==> config.mk <==
export PLATFORM = sky130hd
export DESIGN_NAME = weighted_round_robin_scheduler_core_flat
export DESIGN_NICKNAME = d
export VERILOG_FILES = /design/src/rtl/wrr_pkg.sv /design/src/rtl/wrr_if.sv /design/src/rtl/wrr_slice_calc.sv /design/src/rtl/wrr_job_table.sv /design/src/rtl/weighted_round_robin_scheduler_core.sv /design/src/flat_wrapper.sv
export SDC_FILE = /design/constraint.sdc
export NUM_CORES = 1
export LEC_CHECK = 0
export BUFFER_PORTS_ARGS = -buffer_cell sky130_fd_sc_hd__buf_2
export CORE_UTILIZATION = 55
export DETAILED_ROUTE_END_ITERATION = 6
export MAX_ROUTING_LAYER = met4
export PLACE_DENSITY_LB_ADDON = 0.1
export SKIP_CTS_REPAIR_TIMING = 1
export SYNTH_ARGS = -nofsm -noshare
export SYNTH_HDL_FRONTEND = slang
export SYNTH_SLANG_ARGS = --single-unit
==> constraint.sdc <==
create_clock -name clk_i -period 19.8 [get_ports clk_i]
set_input_delay 3.96 -clock clk_i [delete_from_list [all_inputs] [get_ports clk_i]]
set_output_delay 3.96 -clock clk_i [all_outputs]
set_load 0.02 [all_outputs]
==> src/rtl/wrr_pkg.sv <==
// Shared constants and types for the weighted round-robin scheduler.
package wrr_pkg;

  localparam int SLOTS       = 16;
  localparam int IDX_W       = $clog2(SLOTS);
  localparam int CNT_W       = $clog2(SLOTS + 1);
  localparam int ID_W        = 16;
  localparam int WORK_W      = 16;
  localparam int WT_W        = 8;
  localparam int QUANT_W     = 10;
  localparam int LIMIT_W     = WT_W + QUANT_W;
  localparam int STATUS_W    = 2;
  localparam int JOBS_W      = 5;
  localparam logic [QUANT_W-1:0] QUANT_RESET = QUANT_W'(10);

  typedef enum logic [STATUS_W-1:0] {
    ST_OK      = 2'd0,
    ST_FULL    = 2'd1,
    ST_EMPTY   = 2'd2,
    ST_INVALID = 2'd3
  } status_e;

  localparam logic MODE_ADMIT = 1'b0;
  localparam logic MODE_SERVE = 1'b1;

  // Table update command from the control logic.
  typedef struct packed {
    logic              admit;
    logic              serve_keep;
    logic              serve_remove;
    logic [ID_W-1:0]   id;
    logic [WORK_W-1:0] work;
    logic [WT_W-1:0]   weight;
    logic [WORK_W-1:0] left;
  } tbl_upd_t;

  // Entry under the round-robin pointer.
  typedef struct packed {
    logic [ID_W-1:0]   id;
    logic [WORK_W-1:0] remaining;
    logic [WT_W-1:0]   weight;
  } tbl_head_t;

endpackage

==> src/rtl/wrr_if.sv <==
// Valid/ready channel interfaces for scheduler commands and results.
interface wrr_in_if import wrr_pkg::*; ();
  logic              valid;
  logic              ready;
  logic              mode;
  logic [ID_W-1:0]   job_id;
  logic [WORK_W-1:0] work_amount;
  logic [WT_W-1:0]   job_weight;

  modport source (output valid, mode, job_id, work_amount, job_weight, input ready);
  modport sink   (input valid, mode, job_id, work_amount, job_weight, output ready);
endinterface

interface wrr_out_if import wrr_pkg::*; ();
  logic                valid;
  logic                ready;
  logic [STATUS_W-1:0] status;
  logic [ID_W-1:0]     served_id;
  logic [WORK_W-1:0]   slice_length;
  logic [WORK_W-1:0]   work_left;
  logic                job_finished;
  logic [JOBS_W-1:0]   jobs_held;

  modport source (output valid, status, served_id, slice_length, work_left, job_finished,
                  jobs_held, input ready);
  modport sink   (input valid, status, served_id, slice_length, work_left, job_finished,
                  jobs_held, output ready);
endinterface

==> src/rtl/wrr_slice_calc.sv <==
// Slice computation: min(remaining, weight * quantum) and the work left after it.
module wrr_slice_calc import wrr_pkg::*; (
  input  logic [WORK_W-1:0]  remaining_i,
  input  logic [WT_W-1:0]    weight_i,
  input  logic [QUANT_W-1:0] quantum_i,
  output logic [WORK_W-1:0]  slice_o,
  output logic [WORK_W-1:0]  left_o,
  output logic               finished_o
);

  logic [LIMIT_W-1:0] limit;

  assign limit      = LIMIT_W'(weight_i) * LIMIT_W'(quantum_i);
  assign slice_o    = (LIMIT_W'(remaining_i) < limit) ? remaining_i : limit[WORK_W-1:0];
  assign left_o     = remaining_i - slice_o;
  // Done only when a nonzero slice drained the job.
  assign finished_o = (left_o == '0) && (slice_o != '0);

endmodule

==> src/rtl/wrr_job_table.sv <==
// Job table in admission order with round-robin pointer, job count and compaction.
module wrr_job_table import wrr_pkg::*; (
  input  logic             clk_i,
  input  logic             rst_ni,
  input  tbl_upd_t         upd_i,
  output tbl_head_t        head_o,
  output logic [CNT_W-1:0] count_o
);

  logic [ID_W-1:0]   id_q   [SLOTS];
  logic [WORK_W-1:0] rem_q  [SLOTS];
  logic [WT_W-1:0]   wt_q   [SLOTS];
  logic [IDX_W-1:0]  ptr_q, ptr_d, ptr_eff;
  logic [CNT_W-1:0]  cnt_q, cnt_d, cnt_dec;

  assign ptr_eff = (CNT_W'(ptr_q) >= cnt_q) ? '0 : ptr_q;
  assign cnt_dec = cnt_q - CNT_W'(1);

  assign head_o.id        = id_q[ptr_eff];
  assign head_o.remaining = rem_q[ptr_eff];
  assign head_o.weight    = wt_q[ptr_eff];
  assign count_o          = cnt_q;

  always_comb begin
    ptr_d = ptr_q;
    cnt_d = cnt_q;
    if (upd_i.admit) begin
      cnt_d = cnt_q + CNT_W'(1);
    end else if (upd_i.serve_remove) begin
      // The next job slides into the current slot; wrap if it was the last one.
      cnt_d = cnt_dec;
      ptr_d = (CNT_W'(ptr_eff) < cnt_dec) ? ptr_eff : '0;
    end else if (upd_i.serve_keep) begin
      ptr_d = ((CNT_W'(ptr_eff) + CNT_W'(1)) < cnt_q) ? ptr_eff + IDX_W'(1) : '0;
    end
  end

  always_ff @(posedge clk_i or negedge rst_ni) begin
    if (!rst_ni) begin
      ptr_q <= '0;
      cnt_q <= '0;
    end else begin
      ptr_q <= ptr_d;
      cnt_q <= cnt_d;
    end
  end

  // Entry storage: append at the tail, close up behind a removed job.
  always_ff @(posedge clk_i) begin
    if (upd_i.admit) begin
      id_q[cnt_q[IDX_W-1:0]]  <= upd_i.id;
      rem_q[cnt_q[IDX_W-1:0]] <= upd_i.work;
      wt_q[cnt_q[IDX_W-1:0]]  <= upd_i.weight;
    end else if (upd_i.serve_remove) begin
      for (int k = 0; k < SLOTS - 1; k++) begin
        if (IDX_W'(k) >= ptr_eff) begin
          id_q[k]  <= id_q[k+1];
          rem_q[k] <= rem_q[k+1];
          wt_q[k]  <= wt_q[k+1];
        end
      end
    end else if (upd_i.serve_keep) begin
      rem_q[ptr_eff] <= upd_i.left;
    end
  end

endmodule

==> src/rtl/weighted_round_robin_scheduler_core.sv <==
// Weighted round-robin scheduler core: admits jobs and serves weighted time slices.
// The result of an input transfer appears in the output register in the following cycle.
// Throughput: one item per cycle; the table, pointer and count update in the same
// cycle, so the next item sees them. Input stalls only while a held result is not taken.
// Reset: pointer, job count and output valid clear, quantum returns to 10 ticks.
module weighted_round_robin_scheduler_core import wrr_pkg::*; (
  input  logic               clk_i,
  input  logic               rst_ni,
  wrr_in_if.sink             item_i,
  wrr_out_if.source          result_o,
  input  logic               cfg_we_i,
  input  logic [QUANT_W-1:0] cfg_wdata_i
);

  logic [QUANT_W-1:0] quantum_q;

  logic               accept;
  logic               full;
  logic               empty;
  tbl_upd_t           upd;
  tbl_head_t          head;
  logic [CNT_W-1:0]   count;
  logic [CNT_W-1:0]   count_after;

  logic [WORK_W-1:0]  slice;
  logic [WORK_W-1:0]  left;
  logic               finished;

  status_e            status_d;
  logic [ID_W-1:0]    served_id_d;
  logic [WORK_W-1:0]  slice_d;
  logic [WORK_W-1:0]  left_d;
  logic               finished_d;

  logic                out_valid_q;
  logic [STATUS_W-1:0] status_q;
  logic [ID_W-1:0]     served_id_q;
  logic [WORK_W-1:0]   slice_q;
  logic [WORK_W-1:0]   left_q;
  logic                finished_q;
  logic [JOBS_W-1:0]   jobs_held_q;

  // Base quantum register; the user must write it only while idle, the block does not enforce this.
  always_ff @(posedge clk_i or negedge rst_ni) begin
    if (!rst_ni) begin
      quantum_q <= QUANT_RESET;
    end else if (cfg_we_i) begin
      quantum_q <= cfg_wdata_i;
    end
  end

  // Take a new item whenever the result register is empty or drains this cycle.
  assign item_i.ready = !out_valid_q || result_o.ready;
  assign accept       = item_i.valid && item_i.ready;

  wrr_job_table u_table (
    .clk_i   (clk_i),
    .rst_ni  (rst_ni),
    .upd_i   (upd),
    .head_o  (head),
    .count_o (count)
  );

  wrr_slice_calc u_slice (
    .remaining_i (head.remaining),
    .weight_i    (head.weight),
    .quantum_i   (quantum_q),
    .slice_o     (slice),
    .left_o      (left),
    .finished_o  (finished)
  );

  assign full  = (count >= CNT_W'(SLOTS));
  assign empty = (count == '0);

  // Decode the item: pick status, result fields and the table update.
  always_comb begin
    upd          = '0;
    upd.id       = item_i.job_id;
    upd.work     = item_i.work_amount;
    upd.weight   = item_i.job_weight;
    upd.left     = left;
    status_d     = ST_OK;
    served_id_d  = '0;
    slice_d      = '0;
    left_d       = '0;
    finished_d   = 1'b0;
    if (item_i.mode == MODE_ADMIT) begin
      // Full table wins over a bad admission.
      if (full) begin
        status_d = ST_FULL;
      end else if (item_i.job_weight == '0 || item_i.work_amount == '0) begin
        status_d = ST_INVALID;
      end else begin
        upd.admit = accept;
      end
    end else begin
      if (empty) begin
        status_d = ST_EMPTY;
      end else begin
        served_id_d      = head.id;
        slice_d          = slice;
        left_d           = left;
        finished_d       = finished;
        upd.serve_remove = accept && finished;
        upd.serve_keep   = accept && !finished;
      end
    end
  end

  // Job count after this item, reported with the result.
  always_comb begin
    count_after = count;
    if (upd.admit) begin
      count_after = count + CNT_W'(1);
    end else if (upd.serve_remove) begin
      count_after = count - CNT_W'(1);
    end
  end

  always_ff @(posedge clk_i or negedge rst_ni) begin
    if (!rst_ni) begin
      out_valid_q <= 1'b0;
    end else if (accept) begin
      out_valid_q <= 1'b1;
    end else if (result_o.ready) begin
      out_valid_q <= 1'b0;
    end
  end

  // Hold the result until its transfer; load on every accepted item.
  always_ff @(posedge clk_i) begin
    if (accept) begin
      status_q    <= status_d;
      served_id_q <= served_id_d;
      slice_q     <= slice_d;
      left_q      <= left_d;
      finished_q  <= finished_d;
      jobs_held_q <= JOBS_W'(count_after);
    end
  end

  assign result_o.valid        = out_valid_q;
  assign result_o.status       = status_q;
  assign result_o.served_id    = served_id_q;
  assign result_o.slice_length = slice_q;
  assign result_o.work_left    = left_q;
  assign result_o.job_finished = finished_q;
  assign result_o.jobs_held    = jobs_held_q;

endmodule

==> src/flat_wrapper.sv <==
// flat-port wrapper written by rule: the top's interface ports become plain ports
module weighted_round_robin_scheduler_core_flat import wrr_pkg::*;
  (clk_i, rst_ni, cfg_we_i, cfg_wdata_i, item_i_valid, item_i_mode, item_i_job_id, item_i_work_amount, item_i_job_weight, item_i_ready, result_o_valid, result_o_status, result_o_served_id, result_o_slice_length, result_o_work_left, result_o_job_finished, result_o_jobs_held, result_o_ready);
  wrr_in_if item_i_i ();
  wrr_out_if result_o_i ();
  input  logic clk_i;
  input  logic rst_ni;
  input  logic cfg_we_i;
  input  logic [QUANT_W-1:0] cfg_wdata_i;
  input wire logic [$bits(item_i_i.valid)-1:0] item_i_valid;
  input wire logic [$bits(item_i_i.mode)-1:0] item_i_mode;
  input wire logic [$bits(item_i_i.job_id)-1:0] item_i_job_id;
  input wire logic [$bits(item_i_i.work_amount)-1:0] item_i_work_amount;
  input wire logic [$bits(item_i_i.job_weight)-1:0] item_i_job_weight;
  output wire logic [$bits(item_i_i.ready)-1:0] item_i_ready;
  output wire logic [$bits(result_o_i.valid)-1:0] result_o_valid;
  output wire logic [$bits(result_o_i.status)-1:0] result_o_status;
  output wire logic [$bits(result_o_i.served_id)-1:0] result_o_served_id;
  output wire logic [$bits(result_o_i.slice_length)-1:0] result_o_slice_length;
  output wire logic [$bits(result_o_i.work_left)-1:0] result_o_work_left;
  output wire logic [$bits(result_o_i.job_finished)-1:0] result_o_job_finished;
  output wire logic [$bits(result_o_i.jobs_held)-1:0] result_o_jobs_held;
  input wire logic [$bits(result_o_i.ready)-1:0] result_o_ready;
  assign item_i_i.valid = item_i_valid;
  assign item_i_i.mode = item_i_mode;
  assign item_i_i.job_id = item_i_job_id;
  assign item_i_i.work_amount = item_i_work_amount;
  assign item_i_i.job_weight = item_i_job_weight;
  assign item_i_ready = item_i_i.ready;
  assign result_o_valid = result_o_i.valid;
  assign result_o_status = result_o_i.status;
  assign result_o_served_id = result_o_i.served_id;
  assign result_o_slice_length = result_o_i.slice_length;
  assign result_o_work_left = result_o_i.work_left;
  assign result_o_job_finished = result_o_i.job_finished;
  assign result_o_jobs_held = result_o_i.jobs_held;
  assign result_o_i.ready = result_o_ready;
  weighted_round_robin_scheduler_core u_core (.clk_i(clk_i), .rst_ni(rst_ni), .item_i(item_i_i), .result_o(result_o_i), .cfg_we_i(cfg_we_i), .cfg_wdata_i(cfg_wdata_i));
endmodule
==> out/metrics.csv <==
metric,value,unit
status,finished with violations,
violations,design-rule violations,
met3_usage,0.0901,
grt.total_usage,0.418,
skew,50.4,ps
crit_required,20140,ps
slew_headroom,0.142,
vias,34500,
synthArstFlopShare,0.0279,
rsz0062_at_grt,no,
grt-ovfl-total,0,
avgViaCountPerCell,6.91,
coreArea,74600,sq um
netlist_top_cells_area,"edfxtp_1 (50%), mux2_2 (6.6%), nand2_1 (5.8%)",
ys_ff_latch,716,
netlist_area,41500,sq um
ys_seq_area_frac,0.516,
synth_top_area_share,0.504,
rows,100,
worstSkewPairLatency,670,ps
antenna_left,0,
place_congestion,1.02,
yosysTopAreaCell,edfxtp_1,
fillCellCount,6154,
min-delay-path-class,flip-flop to flip-flop,
nets,4127,
boundaryPins,114,
cts_root_buf,clkbuf_16,
cts_tree,done,
dp_slack,2700,ps
hold_violations,0,
clkTransAtPathRegs,60,ps
grt_pass1_vias,32800,
fin_crit_sh,0.876,
grtUsageMet1,0.522,
cts_buffers,79,
drive_gt1_frac,0.183,
die_w,277,um
synthFlopType,edfxtp_1,
route.detailed.drc,4,
multi_input_comb_area,18500,sq um
synth.distinct_cells,107,
setup_viol,0,
h-tree-depth,3,
startpoint_type,flip-flop,
netlist_instances,3919,
antenna_found_initial,5,
synthesis.nets,4098,
die-height,277,um
cp_slowest_cell,a21oi_1,
fmax,57.7,MHz
wirelength,157,mm
critPathMaxFanout,37,
dieArea,76500,sq um
min_period,17340,ps
clock-sinks,716,
worstMarginPinSlew,1280,ps
area_growth_syn_to_layout,10.5,%
port_buffers,113,
grt_use_met2,0.633,
dpl.hpwl,99.5,mm
max_stage_delay,1020,ps
slew_viol_final,0,
grt_first_pass_wirelength,227,mm
ys_warn_count,0,
drtIter0Drc,5275,
cp.arrival,17680,ps
timing.setup.tns,0,ps
cp-end-kind,flip-flop,
syn_area_per_cell,10.6,sq um
first_pass_iters,7,
initial_core_util,0.556,
wl_per_cell,31.5,um
critPathKind,flip-flop to flip-flop,
clk_path_buf_depth,3,
busiest_layer,met2,
fin_ws,2460,ps
synth_edf_count,696,
regArea,21400,sq um
drv_cap,0,
grt_max_degree,60,
[cell families after synthesis]
family / Yosys count / synth area share
simple gates: 1272 / 0.135
compound gates: 973 / 0.154
flops: 716 / 0.516
buf+inv: 451 / 0.0456
mux: 342 / 0.0943
fa+ha+maj: 132 / 0.0482
xor+xnor: 33 / 0.00697
[cell usage after synthesis, drive strengths merged, types with 19 or more instances]
library cell  number
a211oi            46
a21oi            361
a221oi            39
a22oi             39
a31oi             19
and2              54
and3              20
buf               99
clkbuf           180
edfxtp           696
fa                49
ha                74
inv              172
mux2             280
mux2i             58
nand2            643
nand2b            28
nand3             48
nor2             289
nor2b             44
nor3              72
nor4              26
o211ai            30
o21ai            173
o221ai            21
o22ai             59
o2bb2ai           21
xnor2             29
[sequential cells by signal, summed over array words and instances, names as in the netlist]
register / cells
u_core.result_o.work_left: 16
u_core.u_table.id_q: 256
u_core.u_table.wt_q: 128
u_core.quantum_q: 10
u_core.result_o.jobs_held: 5
u_core.result_o.job_finished: 1
u_core.result_o.valid: 1
u_core.result_o.status: 2
u_core.result_o.slice_length: 16
u_core.u_table.rem_q: 256
u_core.u_table.ptr_q: 4
u_core.result_o.served_id: 16
u_core.u_table.count_o: 5
[routing by layer]
| layer | routed length (um) | up-vias |
|---|---|---|
| met5 | 0 | - |
| met4 | 10900 | 0 |
| met2 | 70300 | 2654 |
| li1 | - | 14500 |
| met1 | 56900 | 16700 |
| met3 | 19000 | 603 |
[worst max-delay path, delay by kind of cell (launching register included)]
| kind | cells | cell delay, ps |
|---|---|---|
| simple gates | 18 | 5470 |
| fa+ha+maj | 9 | 3400 |
| flops | 1 | 840 |
| buf+inv | 9 | 1570 |
| compound gates | 16 | 5640 |
[final timing paths]
check	from	end	slack [ps]	cells after the start
max	u_core.u_table.ptr_q[0]	u_core.u_table.id_q[13][6]	2460	52
min reg2reg	u_core.result_o.valid	u_core.result_o.valid	540	2
max in group asynchronous	rst_ni	u_core.u_table.ptr_q[0]	15930	1
min	u_core.result_o.valid	u_core.result_o.valid	540	2
max reg2reg	u_core.u_table.ptr_q[0]	u_core.u_table.id_q[13][6]	2460	52
min in group asynchronous	rst_ni	u_core.u_table.count_o[3]	3330	1
[area by class of cell]
cell class,count,share of cell area
Clock inverter,50,0.0123
Multi-Input combinational cell,2752,0.402
Timing Repair Buffer,227,0.0310
Sequential cell,716,0.467
Clock buffer,97,0.0464
Tap cell,969,0.0264
Inverter,172,0.0142
Antenna cell,5,0.000273
[cells in the final DEF (no fill, tap or decap), types with 19 or more instances in the layout]
cell type,instances
xnor2_1,29
and3_1,19
mux2_2,243
mux2i_1,58
a221oi_1,36
a211oi_1,42
nand3_1,44
a21oi_1,354
fa_1,49
nor2b_1,42
o21ai_0,138
clkbuf_16,80
nand2_1,636
nand2b_1,27
inv_1,167
o2bb2ai_1,21
ha_1,74
o22ai_1,59
o211ai_1,28
mux2_4,23
nor3_1,65
buf_4,114
buf_2,113
o221ai_1,21
edfxtp_1,696
and2_1,53
nor4_1,23
o21ai_1,23
nor2_1,283
a22oi_1,36
[per-stage QoR]
step	cells	cell area [sq um]	hold slack, ps	util
final	4988	45800	536	0.615
after global routing	4988	45800	568	0.615
after CTS	4983	45800	541	0.615
after detailed placement	4836	43100	525	0.579
after global placement	4836	43100	509	0.579
after floorplan	3919	41500	511	-
Power is not shown: default switching activity piles up to over one toggle a cycle in this logic, so the estimate is an artifact.
